===== config.mk =====
export PLATFORM = sky130hd
export DESIGN_NAME = ppg_sample_finger_qualifier
export DESIGN_NICKNAME = d
export VERILOG_FILES = /design/src/sv/ppgfq_pkg.sv /design/src/sv/ppg_sample_finger_qualifier.sv
export SDC_FILE = /design/constraint.sdc
export NUM_CORES = 1
export LEC_CHECK = 0
export ABC_AREA = 1
export BUFFER_PORTS_ARGS = -buffer_cell sky130_fd_sc_hd__buf_2
export CAP_MARGIN = 40
export CORE_ASPECT_RATIO = 1.2
export CORE_UTILIZATION = 40
export DETAILED_ROUTE_END_ITERATION = 6
export PLACE_DENSITY = 0.6
export SLEW_MARGIN = 20
export SYNTH_ARGS = -nofsm -noshare
export SYNTH_HDL_FRONTEND = slang
export SYNTH_SLANG_ARGS = --single-unit
export TNS_END_PERCENT = 1

===== constraint.sdc =====
create_clock -name i_clk -period 6.92 [get_ports i_clk]
set_clock_uncertainty 0.15 [all_clocks]
set_input_delay 1.038 -clock i_clk [delete_from_list [all_inputs] [get_ports i_clk]]
set_output_delay 1.038 -clock i_clk [all_outputs]
set_load 0.02 [all_outputs]

===== src/sv/ppgfq_pkg.sv =====
// ----------------------------------------------------------------------------
// ppgfq_pkg
// Shared widths, codes and reset values of the PPG sample finger qualifier.
// ----------------------------------------------------------------------------
package ppgfq_pkg;

    localparam int SAMPLE_W    = 18;
    localparam int WORD_W      = 24;
    localparam int COUNT_W     = 8;
    localparam int STATUS_W    = 2;
    localparam int CFG_IDX_W   = 2;
    localparam int CFG_DATA_W  = 18;

    // Input beat: tdata = red_word, ir_word ; tuser = data_ready
    localparam int IN_TDATA_W  = 48;
    localparam int IN_TUSER_W  = 1;

    // Output beat: tdata = red_sample, ir_sample, red_low, red_high,
    // finger_now, finger_flag, zero pad ; tuser = status
    localparam int OUT_TDATA_W = 80;
    localparam int OUT_TUSER_W = STATUS_W;

    localparam int OUT_RED_LSB  = 0;
    localparam int OUT_IR_LSB   = 18;
    localparam int OUT_LOW_LSB  = 36;
    localparam int OUT_HIGH_LSB = 54;
    localparam int OUT_NOW_BIT  = 72;
    localparam int OUT_FLAG_BIT = 73;
    localparam int OUT_USED_W   = 74;

    // Status codes
    localparam logic [STATUS_W-1:0] ST_SAMPLE  = 2'd0;
    localparam logic [STATUS_W-1:0] ST_NODATA  = 2'd1;
    localparam logic [STATUS_W-1:0] ST_TIMEOUT = 2'd2;

    // Configuration register indexes
    localparam logic [CFG_IDX_W-1:0] REG_THRESHOLD = 2'd0;
    localparam logic [CFG_IDX_W-1:0] REG_NEEDED    = 2'd1;
    localparam logic [CFG_IDX_W-1:0] REG_CEILING   = 2'd2;
    localparam logic [CFG_IDX_W-1:0] REG_POLL_LIM  = 2'd3;

    // Reset values
    localparam logic [SAMPLE_W-1:0] RST_THRESHOLD = 18'd50000;
    localparam logic [COUNT_W-1:0]  RST_NEEDED    = 8'd5;
    localparam logic [COUNT_W-1:0]  RST_CEILING   = 8'd10;
    localparam logic [COUNT_W-1:0]  RST_POLL_LIM  = 8'd100;
    localparam logic [SAMPLE_W-1:0] SAMPLE_MAX    = 18'h3FFFF;

    typedef logic [SAMPLE_W-1:0] t_sample;
    typedef logic [COUNT_W-1:0]  t_count;

endpackage


===== src/sv/ppg_sample_finger_qualifier.sv =====
// An accepted input beat passes the input register, then the result register,
// where it waits while the sink stalls. The qualifier state updates per beat.
// Throughput: one beat per cycle unless the sink stalls.
// Reset: synchronous, active low; clears config to defaults, running min/max,
// poll and stable counters and the detected flag; both stages empty.
// ----------------------------------------------------------------------------
// ppg_sample_finger_qualifier
// Poll handling, red min/max tracking and IR finger qualification.
// ----------------------------------------------------------------------------
module ppg_sample_finger_qualifier (
    input  logic                                  i_clk,
    input  logic                                  i_rst_n,
    // configuration write port
    input  logic                                  i_cfg_we,
    input  logic [ppgfq_pkg::CFG_IDX_W-1:0]       i_cfg_idx,
    input  logic [ppgfq_pkg::CFG_DATA_W-1:0]      i_cfg_data,
    // input stream
    input  logic                                  s_axis_tvalid,
    output logic                                  s_axis_tready,
    input  logic [ppgfq_pkg::IN_TDATA_W-1:0]      s_axis_tdata,  // red_word, ir_word
    input  logic [ppgfq_pkg::IN_TUSER_W-1:0]      s_axis_tuser,  // data_ready
    // output stream
    output logic                                  m_axis_tvalid,
    input  logic                                  m_axis_tready,
    // red_sample, ir_sample, red_low, red_high, finger_now, finger_flag, pad
    output logic [ppgfq_pkg::OUT_TDATA_W-1:0]     m_axis_tdata,
    output logic [ppgfq_pkg::OUT_TUSER_W-1:0]     m_axis_tuser   // status
);
    import ppgfq_pkg::*;

    // configuration
    t_sample r_threshold;
    t_count  r_needed, r_ceiling, r_poll_lim;

    // input stage
    logic                  r_in_valid;
    logic                  r_in_ready_flag;
    logic [WORD_W-1:0]     r_red_word, r_ir_word;

    // qualifier state
    t_sample r_low_red, r_high_red, r_prev_ir;
    t_count  r_stable_cnt, r_polls;
    logic    r_detected;

    // result stage
    logic                  r_out_valid;
    logic [STATUS_W-1:0]   r_status;
    t_sample               r_out_red, r_out_ir, r_out_low, r_out_high;
    logic                  r_out_now, r_out_flag;

    // next values
    t_sample n_low_red, n_high_red, n_prev_ir;
    t_count  n_stable_cnt, n_polls;
    logic    n_detected, n_now;
    logic [STATUS_W-1:0] n_status;

    t_sample w_red, w_ir, w_delta, w_out_red, w_out_ir;
    logic [COUNT_W:0]    w_poll_inc;
    logic [SAMPLE_W+2:0] w_five_d;
    t_count              w_cnt_inc;
    logic                w_over, w_stable;

    logic w_out_free, w_advance;

    // handshake: result register frees when empty or taken
    assign w_out_free    = !r_out_valid || m_axis_tready;
    assign w_advance     = r_in_valid && w_out_free;
    assign s_axis_tready = !r_in_valid || w_out_free;

    // configuration writes
    always_ff @(posedge i_clk) begin
        if (!i_rst_n) begin
            r_threshold <= RST_THRESHOLD;
            r_needed    <= RST_NEEDED;
            r_ceiling   <= RST_CEILING;
            r_poll_lim  <= RST_POLL_LIM;
        end else if (i_cfg_we) begin
            case (i_cfg_idx)
                REG_THRESHOLD: r_threshold <= i_cfg_data[SAMPLE_W-1:0];
                REG_NEEDED:    r_needed    <= i_cfg_data[COUNT_W-1:0];
                REG_CEILING:   r_ceiling   <= i_cfg_data[COUNT_W-1:0];
                REG_POLL_LIM:  r_poll_lim  <= i_cfg_data[COUNT_W-1:0];
                default: ;
            endcase
        end
    end

    // input register
    always_ff @(posedge i_clk) begin
        if (!i_rst_n) begin
            r_in_valid <= 1'b0;
        end else if (s_axis_tready) begin
            r_in_valid <= s_axis_tvalid;
        end
    end

    always_ff @(posedge i_clk) begin
        if (s_axis_tready && s_axis_tvalid) begin
            r_in_ready_flag <= s_axis_tuser[0];
            r_red_word      <= s_axis_tdata[WORD_W-1:0];
            r_ir_word       <= s_axis_tdata[2*WORD_W-1:WORD_W];
        end
    end

    // unpack and arithmetic terms
    assign w_red      = r_red_word[SAMPLE_W-1:0];
    assign w_ir       = r_ir_word[SAMPLE_W-1:0];
    assign w_poll_inc = {1'b0, r_polls} + {{COUNT_W{1'b0}}, 1'b1};
    assign w_over     = w_ir > r_threshold;
    assign w_delta    = (w_ir > r_prev_ir) ? (w_ir - r_prev_ir) : (r_prev_ir - w_ir);
    // delta < prev/5  <=>  5*(delta+1) <= prev
    assign w_five_d   = ({3'b000, w_delta} << 2) + {3'b000, w_delta} + 21'd5;
    assign w_stable   = w_five_d <= {3'b000, r_prev_ir};
    assign w_cnt_inc  = (r_stable_cnt < r_ceiling) ? (r_stable_cnt + 8'd1) : r_stable_cnt;

    // next state and result
    always_comb begin
        n_low_red    = r_low_red;
        n_high_red   = r_high_red;
        n_prev_ir    = r_prev_ir;
        n_stable_cnt = r_stable_cnt;
        n_detected   = r_detected;
        n_polls      = r_polls;
        n_now        = 1'b0;
        n_status     = ST_SAMPLE;
        w_out_red    = '0;
        w_out_ir     = '0;
        if (!r_in_ready_flag) begin
            // empty poll
            if (w_poll_inc > {1'b0, r_poll_lim}) begin
                n_polls  = '0;
                n_status = ST_TIMEOUT;
            end else begin
                n_polls  = w_poll_inc[COUNT_W-1:0];
                n_status = ST_NODATA;
            end
        end else begin
            n_polls   = '0;
            w_out_red = w_red;
            w_out_ir  = w_ir;
            if (w_red < r_low_red)  n_low_red  = w_red;
            if (w_red > r_high_red) n_high_red = w_red;
            // finger qualifier
            if (w_over) begin
                n_prev_ir = w_ir;
                if (r_prev_ir != '0) begin
                    if (w_stable) begin
                        n_stable_cnt = w_cnt_inc;
                        if (w_cnt_inc >= r_needed) begin
                            n_detected = 1'b1;
                            n_now      = 1'b1;
                        end
                    end else begin
                        n_stable_cnt = '0;
                        n_detected   = 1'b0;
                    end
                end
            end else begin
                n_stable_cnt = '0;
                n_detected   = 1'b0;
                n_prev_ir    = '0;
            end
        end
    end

    // qualifier state
    always_ff @(posedge i_clk) begin
        if (!i_rst_n) begin
            r_low_red    <= SAMPLE_MAX;
            r_high_red   <= '0;
            r_prev_ir    <= '0;
            r_stable_cnt <= '0;
            r_detected   <= 1'b0;
            r_polls      <= '0;
        end else if (w_advance) begin
            r_low_red    <= n_low_red;
            r_high_red   <= n_high_red;
            r_prev_ir    <= n_prev_ir;
            r_stable_cnt <= n_stable_cnt;
            r_detected   <= n_detected;
            r_polls      <= n_polls;
        end
    end

    // result register
    always_ff @(posedge i_clk) begin
        if (!i_rst_n) begin
            r_out_valid <= 1'b0;
        end else if (w_out_free) begin
            r_out_valid <= r_in_valid;
        end
    end

    always_ff @(posedge i_clk) begin
        if (w_advance) begin
            r_status   <= n_status;
            r_out_red  <= w_out_red;
            r_out_ir   <= w_out_ir;
            r_out_low  <= n_low_red;
            r_out_high <= n_high_red;
            r_out_now  <= n_now;
            r_out_flag <= n_detected;
        end
    end

    assign m_axis_tvalid = r_out_valid;
    assign m_axis_tuser  = r_status;
    assign m_axis_tdata  = {{(OUT_TDATA_W-OUT_USED_W){1'b0}}, r_out_flag, r_out_now,
                            r_out_high, r_out_low, r_out_ir, r_out_red};

endmodule


**Word level (Yosys, flattened, before mapping)**

Cells that the tools add are included.
W data, S select, Z words.

- Input bits: 74
- Word-level logic and storage cells: 74
- Register bits: 228
- Output and inout port bits: 84

- Add/subtract/negate cells: 6
- Multiplexer cells: 19
- Equality and inequality tests: 4
- Reduce and logical (&&, ||, !) cells: 15
- Order comparisons: 8

Operator list:

| operator | number |
|---|---|
| $mux W18 | 6 |
| $gt A18 B18 Y1 | 3 |
| $mux W8 | 6 |
| $sub A18 B18 Y18 | 2 |
| $add A20 B18 Y21 | 1 |
| $add A21 B3 Y21 const B | 1 |
| $le A21 B18 Y1 | 1 |
| $lt A18 B18 Y1 | 1 |
| $reduce_bool A18 Y1 | 1 |
| $reduce_and A2 Y1 | 5 |
| $add A8 B1 Y9 const B | 1 |
| $gt A9 B8 Y1 | 1 |
| $add A8 B1 Y8 const B | 1 |
| $ge A8 B8 Y1 | 1 |
| $lt A8 B8 Y1 | 1 |
| $mux W1 | 6 |
| $eq A2 B2 Y1 const B | 2 |
| $reduce_and A4 Y1 | 1 |
| $reduce_and A3 Y1 | 1 |
| $eq A2 B1 Y1 const B | 1 |
| $logic_and A1 B1 Y1 | 2 |
| $logic_not A1 Y1 | 2 |
| $logic_not A2 Y1 | 1 |
| $logic_or A1 B1 Y1 | 2 |
| other kinds (2) | 2 |

**Depth between registers and ports, before layout**

Gate-level depths: netlist (run 1).

- Depth after elaboration: 9
- Depth in mapped cells: 42
- Mapped depth without buffers: 40

**Worst setup path after synthesis (run 1)**

Ideal clock, no wire load.

- Kind: register to register
- Start point: register r_ir_word[0]
- End point: register r_out_flag, data pin
- Path slack: 1.242 ns
- Data arrival time: 5.272 ns
- Buffers on the path: 1
- Cell stages (with the launch flop): 37
- Clock period less this slack: 5.678 ns
- Cell sequence: edfxtp_1 inv_1 ha_1 inv_1 fa_1 nand3_1 nand3_2 nand2_2 nand2_4 nand2_4 buf_1 mux2i_1 xnor2_1 inv_1 ha_1 ha_1 nand2_1 nor2_1 nand2_1 nand3_1 a31oi_1 o21ai_0 a21oi_1 xnor2_1 ha_1 nand4_1 nor3_1 o21ai_0 nand2_1 a21oi_1 nor2_1 nor2_1 nand2_1 nor2_2 nand3_4 nand2_1 a22o_1

- Longest elaborated chain between the ends: 9
- Elaborated cells on any way between the ends: 12
- Classes of those cells: add/sub: 4; order compare: 3; mux: 5

RTL lines:

| element | line | text |
|---|---|---|
| from (decl) | ppg_sample_finger_qualifier.sv:38 | `logic [WORD_W-1:0] r_red_word, r_ir_word;` |
| from (signal assigned) | ppg_sample_finger_qualifier.sv:101 | `r_ir_word <= s_axis_tdata[2*WORD_W-1:WORD_W];` |
| $sub A18 B18 Y18 / $gt A18 B18 Y1 (equally long branches) | ppg_sample_finger_qualifier.sv:110 | `assign w_delta = (w_ir > r_prev_ir) ? (w_ir - r_prev_ir) : (r_prev_ir - w_ir);` |
| $mux W18 | ppg_sample_finger_qualifier.sv:110 |  |
| $add A20 B18 Y21 | ppg_sample_finger_qualifier.sv:112 | `assign w_five_d = ({3'b000, w_delta} << 2) + {3'b000, w_delta} + 21'd5;` |
| $add A21 B3 Y21 | ppg_sample_finger_qualifier.sv:112 |  |
| $le A21 B18 Y1 | ppg_sample_finger_qualifier.sv:113 | `assign w_stable = w_five_d <= {3'b000, r_prev_ir};` |
| $mux W1 | ppg_sample_finger_qualifier.sv:147 | `if (w_stable) begin` |
| $mux W1 | ppg_sample_finger_qualifier.sv:146 | `if (r_prev_ir != '0) begin` |
| $mux W1 * | ppg_sample_finger_qualifier.sv:144 | `if (w_over) begin` |
| $mux W1 * | ppg_sample_finger_qualifier.sv:128 | `if (!r_in_ready_flag) begin` |
| via n_detected | ppg_sample_finger_qualifier.sv:54 | `logic n_detected, n_now;` |
| to (signal assigned) | ppg_sample_finger_qualifier.sv:202 | `r_out_flag <= n_detected;` |
| to (decl) | ppg_sample_finger_qualifier.sv:49 | `logic r_out_now, r_out_flag;` |

Mark *: on every way through the listed nets, which the timed path passes. The rest lies on a longest branch.
A chain may end at the register's enable or synchronous reset.

**Final worst setup path (run 1)**

- Start point: register r_ir_word[8]
- End point: register r_stable_cnt[0]

- Longest elaborated chain between the ends: 8
- Elaborated cells on any way between the ends: 13
- Classes of those cells: add/sub: 4; order compare: 3; eq/ne: 1; mux: 4; reduce/logical: 1

RTL lines:

| element | line | text |
|---|---|---|
| $sub A18 B18 Y18 / $gt A18 B18 Y1 (equally long branches) | ppg_sample_finger_qualifier.sv:110 |  |
| $mux W18 | ppg_sample_finger_qualifier.sv:110 |  |
| $add A20 B18 Y21 | ppg_sample_finger_qualifier.sv:112 |  |
| $add A21 B3 Y21 | ppg_sample_finger_qualifier.sv:112 |  |
| $le A21 B18 Y1 | ppg_sample_finger_qualifier.sv:113 |  |
| $mux W8 | ppg_sample_finger_qualifier.sv:147 |  |
| $mux W8 | ppg_sample_finger_qualifier.sv:146 |  |
| $mux W8 | ppg_sample_finger_qualifier.sv:144 |  |
| to (signal assigned) | ppg_sample_finger_qualifier.sv:179 | `r_stable_cnt <= n_stable_cnt;` |
| to (decl) | ppg_sample_finger_qualifier.sv:42 | `t_count r_stable_cnt, r_polls;` |

Parallel ways exist; a longest one is shown, timed or not. The select of a mux whose other input is x is not followed.

==> out/results.tsv, run 1 <==
stage	metric	value	unit
clocking	cts_tree	done	
sta	maxSlewViolCount	0	
drt	dr_total_vias	11500	
sta	hold_viol_final	0	
drt	detail_route.wl_per_cell	15.3	um
final_layout	layout.nets	2072	
sta	rsz0062_at_grt	false	
final_layout	nFillCells	3253	
die	die_h	206	um
global_routing	grt_pass1_vias	11200	
synthesis	yosysSeqAreaShare	40.9	%
clocking	clkSlewWorstSetupHoldPaths	0.06	ns
clocking	cts_max_level	1	
synthesis	synth_area	0.0139	mm^2
placement	post_dp_cell_area	0.0152	mm^2
worst_hold_path	whs_path_depth	2	
pwr	total_power	4.36	mW
die	die_area	0.0355	mm^2
synthesis	synth_cells	1681	
final_layout	drive_gt1_share	14.9	%
synthesis	synth_edf_count	113	
die	fp.dieW	172	um
placement	place_congestion	0.881	
die	placementRows	74	
synthesis	postSynth.topFlopCell	dfxtp_1	
outcome	status	finished clean	
setup_path	worstPathMaxFanout	8	
final_layout	antenna_cells	0	
clocking	cts_inserted_buffers	26	
drt	viasPerCell	4.98	
sta	fin_crit	6.45	ns
placement	placed_cells	2252	
setup_path	arrival	6.76	ns
pwr	power_density	269	mW/mm^2
final_layout	design_area	0.0162	mm^2
setup_path	startpoint_type	flop	
placement	numPortBuffers	139	
sta	min_period_over_period	93.3	%
synthesis	ys.warnings.count	0	
synthesis	syn_avg_cell_area	8.28	um^2
die	coreArea	0.0342	mm^2
global_routing	grt_pass1_wl	56200	um
die	initial_core_util	40.7	%
drt	drt_first_pass_iters	5	
synthesis	synth_cell_types	55	
sta	setup_viol	0	
sta	tns	0	ns
clocking	clkLatencyLatePin	0.53	ns
global_routing	antenna_found_initial	0	
global_routing	grt-ovfl-total	0	
final_layout	area_growth	16.4	%
clocking	clk_path_buf_depth	3	
setup_path	r2r_cells	36	
setup_path	cp-end-kind	flop	
synthesis	synth_async_sr_flop_share	0	%
setup_path	slowest_delay	0.45	ns
clocking	cts_sinks	228	
final_layout	layout_common_cells	nand2_1, inv_1, a21oi_1, ha_1, buf_2	
placement	hpwl	27200	um
drt	drt_iter0_drc	496	
die	ioPinCount	158	
setup_path	crit_slowest_cell	edfxtp_1	
clocking	root_buffer	clkbuf_16	
sta	worst_slew_pin_slew	0.769	ns
setup_path	crit_required	7.23	ns
pwr	peakVddDrop	0.167	mV
pwr	leakagePower	7.82	nW
drt	ant_nets	0	
drt	routed_wl	35400	um
sta	holdWs	0.310	ns
global_routing	grt_max_degree	67	
setup_path	criticalPathCategory	reg -> reg	
final_layout	final_common_cell	nand2_1	
global_routing	grtUsageTotal	20.0	%
sta	slew_headroom	48.7	%
worst_hold_path	hp-class	reg -> reg	
sta	fmax	155	MHz
final_layout	stdcell_count	2310	
drt	drc_errors	0	
clocking	holdBufCountCts	0	
synthesis	ys_ff_latch	228	
job	drv_cap	0	
-- stage by stage --
stage / utilization, % / setup WS, ns
after floorplan: - / 1.24
after global placement: 44.4 / 0.393
after detailed placement: 44.5 / 0.338
after CTS: 47.0 / 0.294
after global routing: 47.4 / 0.0104
final: 47.4 / 0.465
-- layer usage --
layer	routed length [um]	share of wire, %	track usage, %
met5	0	0	0
met4	1120	3.2	7.17
met1	15400	44	24.2
met3	1370	3.9	2.24
met2	17500	49	36.3
-- worst max-delay path, delay by kind of cell (launching register included) --
family | cells | cell delay, ns
and+or+nand+nor | 18 | 2.26
adders and majority gates | 4 | 1.33
AOI/OAI and AO/OA | 7 | 1.08
DFF | 1 | 0.45
xor gates and xnor gates | 2 | 0.39
muxes | 1 | 0.37
buffers and inverters | 4 | 0.34
-- timing repair --
action / 4_1_cts / 5_1_grt
setup endpoints to repair: 0 / 11
hold endpoints to repair: 0 / 0
resized for setup: 0 / 7
setup buffers: 0 / 9
-- where the power goes --
group / internal, mW / switching (mW) / total (mW)
sequential: 1.50 / 0.0389 / 1.54
clock: 0.844 / 0.557 / 1.40
combinational: 0.530 / 0.886 / 1.42
-- path summary, 6_finish.rpt --
check / start / end / slack, ns
max: r_ir_word[8] / r_stable_cnt[0] / 0.47
min: r_threshold[10] / r_threshold[10] / 0.31
max reg2reg: r_ir_word[8] / r_stable_cnt[0] / 0.47
min reg2reg: r_threshold[10] / r_threshold[10] / 0.31
-- synthesized netlist by cell type, drive strengths merged (6+ instances only) --
cell    count  area [um^2]
nand2     334         1320
inv       283         1060
a21oi     196         1010
ha        162         2030
o21ai     128          641
dfxtp     115         2300
edfxtp    113         3390
nor2       76          324
nand3      58          333
clkbuf     40          150
xor2       31          272
nand4      24          156
buf        15         95.1
xnor2      14          123
o211ai     13         97.6
nor3       12         60.1
a21o        9         67.6
a211oi      6         45.0
a31oi       6         37.5
o21a        6         45.0
-- kinds of logic after synthesis --
group | Yosys count | synth area share, %
simple gates | 511 | 16.1
compound gates | 388 | 15.4
buf+inv | 339 | 9.42
flops | 228 | 40.9
fa+ha+maj | 164 | 14.9
xor+xnor | 45 | 2.83
mux | 5 | 0.360
other cells | 1 | 0.0270
-- cell type report --
cell class	instances	area, um^2	share of cell area [%]
Multi-Input combinational cell	1119	6980	43.1
Sequential cell	228	5700	35.2
Inverter	284	1070	6.60
Timing Repair Buffer	175	996	6.15
Clock buffer	30	707	4.37
Tap cell	456	571	3.52
Clock inverter	18	173	1.07
Note: power is estimated with default switching activity, not from simulation.
==> inputs of run 2 (changes only) <==
Settings changed: ABC_AREA 1 to default.
==> run 2 against run 1 <==
Effect of this change:
- global-route usage up 1.1 points
- sequential share of layout area down 2.7 points
- clock power down 9%
- count of clock-buffer cells in the layout up 7
- via count up 0.93%
- combinational power up 20%
- synthesized cell count down 12%
- critical path depth down 4
- critical endpoint is now r_stable_cnt[5]
- register-to-register slack worse by 0.37 ns
==> out/results.tsv, run 2 <==
stage	metric	value	unit	change
synthesis	synth_async_sr_flop_share	0	%	unchanged
final_layout	area_growth	25.4	%	
die	die_area	0.0357	mm^2	+0.43%
pwr	power_density	257	mW/mm^2	-4.3%
setup_path	timing.rr.start	r_ir_word[13]		
pwr	p_int	3.05	mW	+6.1%
drt	ant_nets	0		unchanged
setup_path	reg2reg_slack	0.1	ns	-0.37 ns
final_layout	final_common_cell	buf_4		
setup_path	startpoint_type	flop		
sta	layout_setup_ws	0.0978	ns	-0.368 ns
synthesis	postSynth.topFlopCell	dfxtp_1		
worst_hold_path	min_from	r_needed[7]		
drt	wl_met2	19500	um	+12%
drt	detail_route.wl_per_cell	16.9	um	+10%
synthesis	synth_top_area_share	24.3	%	-0.10 points
drt	drc_errors	0		unchanged
clocking	clk_path_buf_depth	3		unchanged
clocking	holdBufCountCts	0		unchanged
sta	worst_slew_pin_slew	0.764	ns	-0.00476 ns
drt	drt_iter0_drc	518		+4.4%
drt	top_layer_used	met5		
sta	fmax	147	MHz	-5.4%
setup_path	r2r-end	r_stable_cnt[5]		
synthesis	ys_ff_latch	228		unchanged
synthesis	synth_cell_types	87		+58%
sta	fin_crit	6.82	ns	+0.368 ns
die	die_h	207	um	+0.21%
setup_path	crit_required	7.24	ns	about the same
global_routing	grt_pass1_wl	60000	um	+6.9%
setup_path	worstPathMaxFanout	9		+1
setup_path	criticalPathCategory	reg -> reg		
die	coreArea	0.0343	mm^2	+0.27%
pwr	combinationalPowerShare	37.9	%	+5.4 points
drt	wirelength_met1	16000	um	+3.4%
clocking	clkLatencyLatePin	0.53	ns	about the same
pwr	switchingPower	1.46	mW	-1.4%
setup_path	arrival	7.14	ns	+0.38 ns
clocking	cts_tree	done		
clocking	root_buffer	clkbuf_16		
global_routing	grt_max_degree	72		+7.5%
worst_hold_path	hp-class	reg -> reg		
drt	routed-wl-met3	1600	um	+17%
final_layout	stdcell_count	2254		-2.4%
synthesis	synth_edf_count	113		unchanged
final_layout	finalCoreUtilization	51.1	%	+3.7 points
global_routing	grt_pass1_vias	11600		+3.6%
sta	holdWs	0.306	ns	-0.00386 ns
clocking	cts_inserted_buffers	24		-7.7%
placement	numPortBuffers	139		unchanged
pwr	swShare	32.4	%	-1.6 points
global_routing	grt-ovfl-total	0		unchanged
setup_path	cp-end-kind	flop		
die	placementRows	74		unchanged
pwr	peakVddDrop	0.213	mV	+27%
worst_hold_path	hold_end	r_needed[7]		
clocking	clkSlewWorstSetupHoldPaths	0.06	ns	about the same
sta	maxSlewViolCount	0		unchanged
synthesis	yosys.area.top_type	edfxtp_1		
synthesis	syn_avg_cell_area	9.40	um^2	+14%
pwr	seq_power_share	33.8	%	-1.5 points
drt	drt_first_pass_iters	5		unchanged
sta	rsz0062_at_grt	true		
synthesis	synth_area	0.0140	mm^2	+0.43%
synthesis	synth_area_leaders	edfxtp_1, dfxtp_1, ha_1, nand2_1, a21oi_1		
global_routing	grtUsageTotal	21.1	%	+1.1 points
sta	hold_viol_final	0		unchanged
die	ioPinCount	158		unchanged
placement	dpl_worst_slack	-0.279	ns	-0.617 ns
sta	setup_viol	0		unchanged
final_layout	layout.nets	2015		-2.8%
drt	dr_total_vias	11600		+0.93%
drt	routed_wl	38100	um	+7.6%
setup_path	slowest_delay	0.48	ns	+0.03 ns
die	fp.dieW	173	um	+0.21%
placement	placed_cells	2189		-2.8%
setup_path	crit_slowest_cell	or4b_4		
setup_path	critPathBufInv	5		+1
setup_path	crit_family	compound AO/OA/AOI/OAI gates		
synthesis	synth_cells	1486		-12%
sta	slew_headroom	49.1	%	+0.37 points
placement	place_congestion	0.885		+0.41%
worst_hold_path	whs_path_depth	2		unchanged
sta	min_period_over_period	98.6	%	+5.3 points
synthesis	yosysSeqAreaShare	40.8	%	-0.18 points
die	initial_core_util	40.8	%	+0.065 points
synthesis	ys_top_cells_by_count	nand2_1, ha_1, a21oi_1, inv_1, dfxtp_1		
clocking	cts_max_level	1		unchanged
final_layout	layout_common_cells	buf_4, nand2_1, ha_1, buf_2, a21oi_1		
synthesis	ys.warnings.count	0		unchanged
final_layout	drive_gt1_share	25.3	%	+10 points
pwr	leakagePower	7.78	nW	-0.54%
job	drv_cap	0		unchanged
synthesis	synth.most_common_cell	nand2_1		
pwr	total_power	4.51	mW	+3.5%
setup_path	r2r_cells	32		-11%
pwr	p_clk_share	28.3	%	-3.8 points
drt	viasPerCell	5.15		+3.4%
placement	hpwl	29000	um	+6.9%
clocking	cts_sinks	228		unchanged
outcome	status	finished clean		
global_routing	antenna_found_initial	9		+9
-- run 2: cell types whose count changed after synthesis, sizes merged, moves of 14 or more --
cell / delta
o21ai: -49
a21oi: -61
nor2: -27
and2: +47
a21o: +49
nand2: -147
a311o: +18
nor2b: +14
mux2i: +18
nand3: -16
inv: -158
-- run 2: worst min-delay path, delay by kind of cell (launching register included) --
kind	cells	cell delay, ns
and+or+nand+nor	1	0.05
AOI/OAI and AO/OA	1	0.05
DFF	1	0.31
-- run 2: cells by family (layout without fill, tap and decap cells) --
logic type / count (synthesis) / after routing / synth area share [%]
flip-flops: 228 / 228 / 40.8
AO/OA/AOI/OAI: 392 / 392 / 18.4
multiplexers: 26 / 26 / 1.89
AND/OR/NAND/NOR: 431 / 431 / 15.3
buffers and inverters: 201 / 505 / 6.10
other: 1 / 9 / 0.0268
adder cells (fa/ha/maj): 164 / 164 / 14.8
XOR/XNOR: 43 / 43 / 2.69
-- run 2: timing repair --
item | in CTS | in global routing
gates resized for setup | 30 | 35
pin swaps | 20 | 40
buffers inserted | 10 | 5
gates cloned | 0 | 0
endpoints found under the setup margin | 11 | 11
endpoints found under the hold margin | 0 | 0
-- run 2: metrics by stage --
| stage | setup TNS, ns | instance area, um^2 |
|---|---|---|
| finish | 0 | 17500 |
| global route | -0.789 | 17500 |
| CTS | 0 | 17300 |
| detailed placement | -2.17 | 16300 |
| global placement | -1.70 | 16200 |
| floorplan | 0 | 14000 |
-- run 2: layer usage --
metal | track usage (%) | vias up
met5 | 0 | -
met4 | 6.60 | 12
met3 | 3.64 | 63
met2 | 40.0 | 193
met1 | 24.1 | 5486
li1 | - | 5861
-- run 2: area by class of cell --
class | instances | area, um^2
antenna | 3 | 7.51
clock buffer | 37 | 701
clock inverter | 7 | 71.3
fill | 3261 | 16700
inverter | 127 | 479
multi-input combinational | 1062 | 7780
sequential | 228 | 5700
tap | 456 | 571
timing repair buffer | 334 | 2210
-- run 2: power by group through the flow --
stage	clock network [mW]	logic [mW]	registers, mW
finish	1.28	1.71	1.52
global route	1.34	1.91	1.53
CTS	1.30	1.64	1.52
detailed placement	0	1.56	1.55
global placement	0	1.52	1.55
floorplan	0	0.973	1.58
-- run 2: how the worst max path moves through the flow --
stage	startpoint	to	cells after the start
global placement	r_ir_word[0]	r_stable_cnt[3]	34
detailed placement	r_ir_word[0]	r_stable_cnt[3]	34
global route	r_ir_word[13]	r_stable_cnt[3]	35
floorplan	r_ir_word[0]	r_stable_cnt[3]	35
finish	r_ir_word[13]	r_stable_cnt[5]	32
CTS	r_ir_word[13]	r_stable_cnt[4]	32
==> inputs of run 3 (changes only) <==
Settings changed: RECOVER_POWER from default to 25.
==> run 3 against run 2 <==
Effect of this change:
- the flow now finishes with violations (capacitance limit, slew limit)
- power about the same
- die area did not move
- register-to-register slack barely moved
- sequential power about the same
- sequential share of layout area hardly changed
- critical path type unchanged
- largest power group unchanged
- highest routed layer unchanged
==> out/results.tsv, run 3 (synthesized netlist as in run 2, its figures left out) <==
stage	metric	value	unit	change
outcome	status	finished, violations left		
outcome	violations	capacitance limit, slew limit		
pwr	total_power	4.51	mW	about the same
clocking	clk_path_buf_depth	3		unchanged
setup_path	worstPathMaxFanout	9		unchanged
global_routing	grt_max_degree	72		unchanged
die	die_h	207	um	unchanged
drt	drt_iter0_drc	527		+1.7%
placement	hpwl	29000	um	unchanged
clocking	clkLatencyLatePin	0.53	ns	about the same
pwr	combinationalPowerShare	37.9	%	about the same
pwr	p_int	3.05	mW	about the same
sta	min_period_over_period	98.5	%	-0.13 points
pwr	leakagePower	7.73	nW	-0.56%
sta	fmax	147	MHz	+0.13%
clocking	root_buffer	clkbuf_16		
pwr	swShare	32.4	%	about the same
die	placementRows	74		unchanged
final_layout	layout_common_cells	nand2_1, buf_4, ha_1, buf_2, a21oi_1		
sta	setup_viol	0		unchanged
setup_path	slowest_delay	0.50	ns	+0.02 ns
clocking	holdBufCountCts	0		unchanged
global_routing	grt_pass1_wl	60000	um	unchanged
global_routing	grt_pass1_vias	11600		unchanged
setup_path	startpoint_type	flop		
sta	holdWs	0.306	ns	+0.0000660 ns
global_routing	grtUsageTotal	21.1	%	unchanged
setup_path	arrival	7.13	ns	about the same
placement	place_congestion	0.885		unchanged
clocking	cts_max_level	1		unchanged
die	initial_core_util	40.8	%	unchanged
drt	routed_wl	38100	um	about the same
job	drv_cap	1		+1
die	die_area	0.0357	mm^2	unchanged
drt	viasPerCell	5.16		about the same
global_routing	grt-ovfl-total	0		unchanged
setup_path	criticalPathCategory	reg -> reg		
clocking	cts_inserted_buffers	24		unchanged
placement	numPortBuffers	139		unchanged
pwr	power_density	258	mW/mm^2	about the same
setup_path	crit_slowest_cell	edfxtp_1		
die	fp.dieW	173	um	unchanged
clocking	clkSlewWorstSetupHoldPaths	0.06	ns	about the same
sta	maxSlewViolCount	49		+49
pwr	peakVddDrop	0.213	mV	about the same
placement	dpl_worst_slack	-0.279	ns	unchanged
sta	worst_slew_pin_slew	2.30	ns	+1.54 ns
final_layout	drive_gt1_share	24.7	%	-0.56 points
sta	layout_setup_ws	0.107	ns	+0.00900 ns
clocking	cts_tree	done		
drt	detail_route.wl_per_cell	16.9	um	about the same
sta	fin_crit	6.81	ns	-0.00900 ns
global_routing	antenna_found_initial	9		unchanged
sta	slew_headroom	-53.4	%	-100 points
clocking	cts_sinks	228		unchanged
die	ioPinCount	158		unchanged
final_layout	finalCoreUtilization	51.1	%	-0.062 points
drt	dr_total_vias	11600		+0.060%
drt	ant_nets	0		unchanged
final_layout	layout.nets	2015		unchanged
drt	drc_errors	0		unchanged
sta	hold_viol_final	0		unchanged
worst_hold_path	hp-class	reg -> reg		
final_layout	area_growth	25.2	%	
sta	rsz0062_at_grt	true		
drt	drt_first_pass_iters	5		unchanged
die	coreArea	0.0343	mm^2	unchanged
pwr	p_clk_share	28.3	%	about the same
setup_path	crit_required	7.24	ns	about the same
pwr	switchingPower	1.46	mW	about the same
final_layout	nFillCells	3269		+0.25%
sta	tns	0	ns	unchanged
setup_path	cp-end-kind	flop		
pwr	seq_power_share	33.8	%	about the same
## run 3: cell count changes in the layout (fill, tap and decap cells not counted), sizes merged
cell,delta
buf,-8
clkbuf,+8
## run 3: stage by stage
stage | cell area [um^2] | instances
after global routing | 17500 | 2252
final | 17500 | 2254
after CTS | 17300 | 2243
after detailed placement | 16300 | 2189
after floorplan | 14000 | 1491
after global placement | 16200 | 2186
## run 3: final timing paths
kind / from / endpoint / slack (ns) / cells past startpoint
hold reg to reg: r_needed[7] / r_needed[7] / 0.31 / 2
setup / recovery: r_ir_word[10] / r_stable_cnt[5] / 0.11 / 31
hold / removal: r_needed[7] / r_needed[7] / 0.31 / 2
setup reg to reg: r_ir_word[10] / r_stable_cnt[5] / 0.11 / 31
## run 3: layout make-up
class	instances	area (um^2)	share of cell area (%)
sequential	228	5700	32.5
timing repair buffer	334	2200	12.6
multi-input combinational	1062	7780	44.4
clock inverter	7	71.3	0.408
tap	456	571	3.26
inverter	127	479	2.74
antenna	3	7.51	0.0429
clock buffer	37	701	4.00
## run 3: metal layers
layer	track usage, %	part of all wire [%]	up-vias
li1	-	-	5858
met1	24.1	42	5482
met2	40.0	51	205
met3	3.64	4.4	65
met4	6.60	2.6	12
met5	0	0.19	-
## run 3: worst max-delay path, delay by kind of cell (launching register included)
kind / cells / cell delay (ns)
compound gates: 14 / 2.50
xor+xnor: 2 / 0.31
fa+ha+maj: 4 / 1.24
buf+inv: 4 / 0.56
flops: 1 / 0.50
simple gates: 7 / 1.50
## run 3: timing repair
action	CTS	global route
setup endpoints to repair	11	11
buffers inserted	10	5
pin swaps	20	40
resized for setup	30	35
## run 3: power groups by stage
stage | Combinational (mW) | Sequential [mW] | Clock (mW)
after global routing | 1.91 | 1.53 | 1.34
after global placement | 1.52 | 1.55 | 0
after detailed placement | 1.56 | 1.55 | 0
final | 1.71 | 1.52 | 1.28
after CTS | 1.64 | 1.52 | 1.30
after floorplan | 0.973 | 1.58 | 0
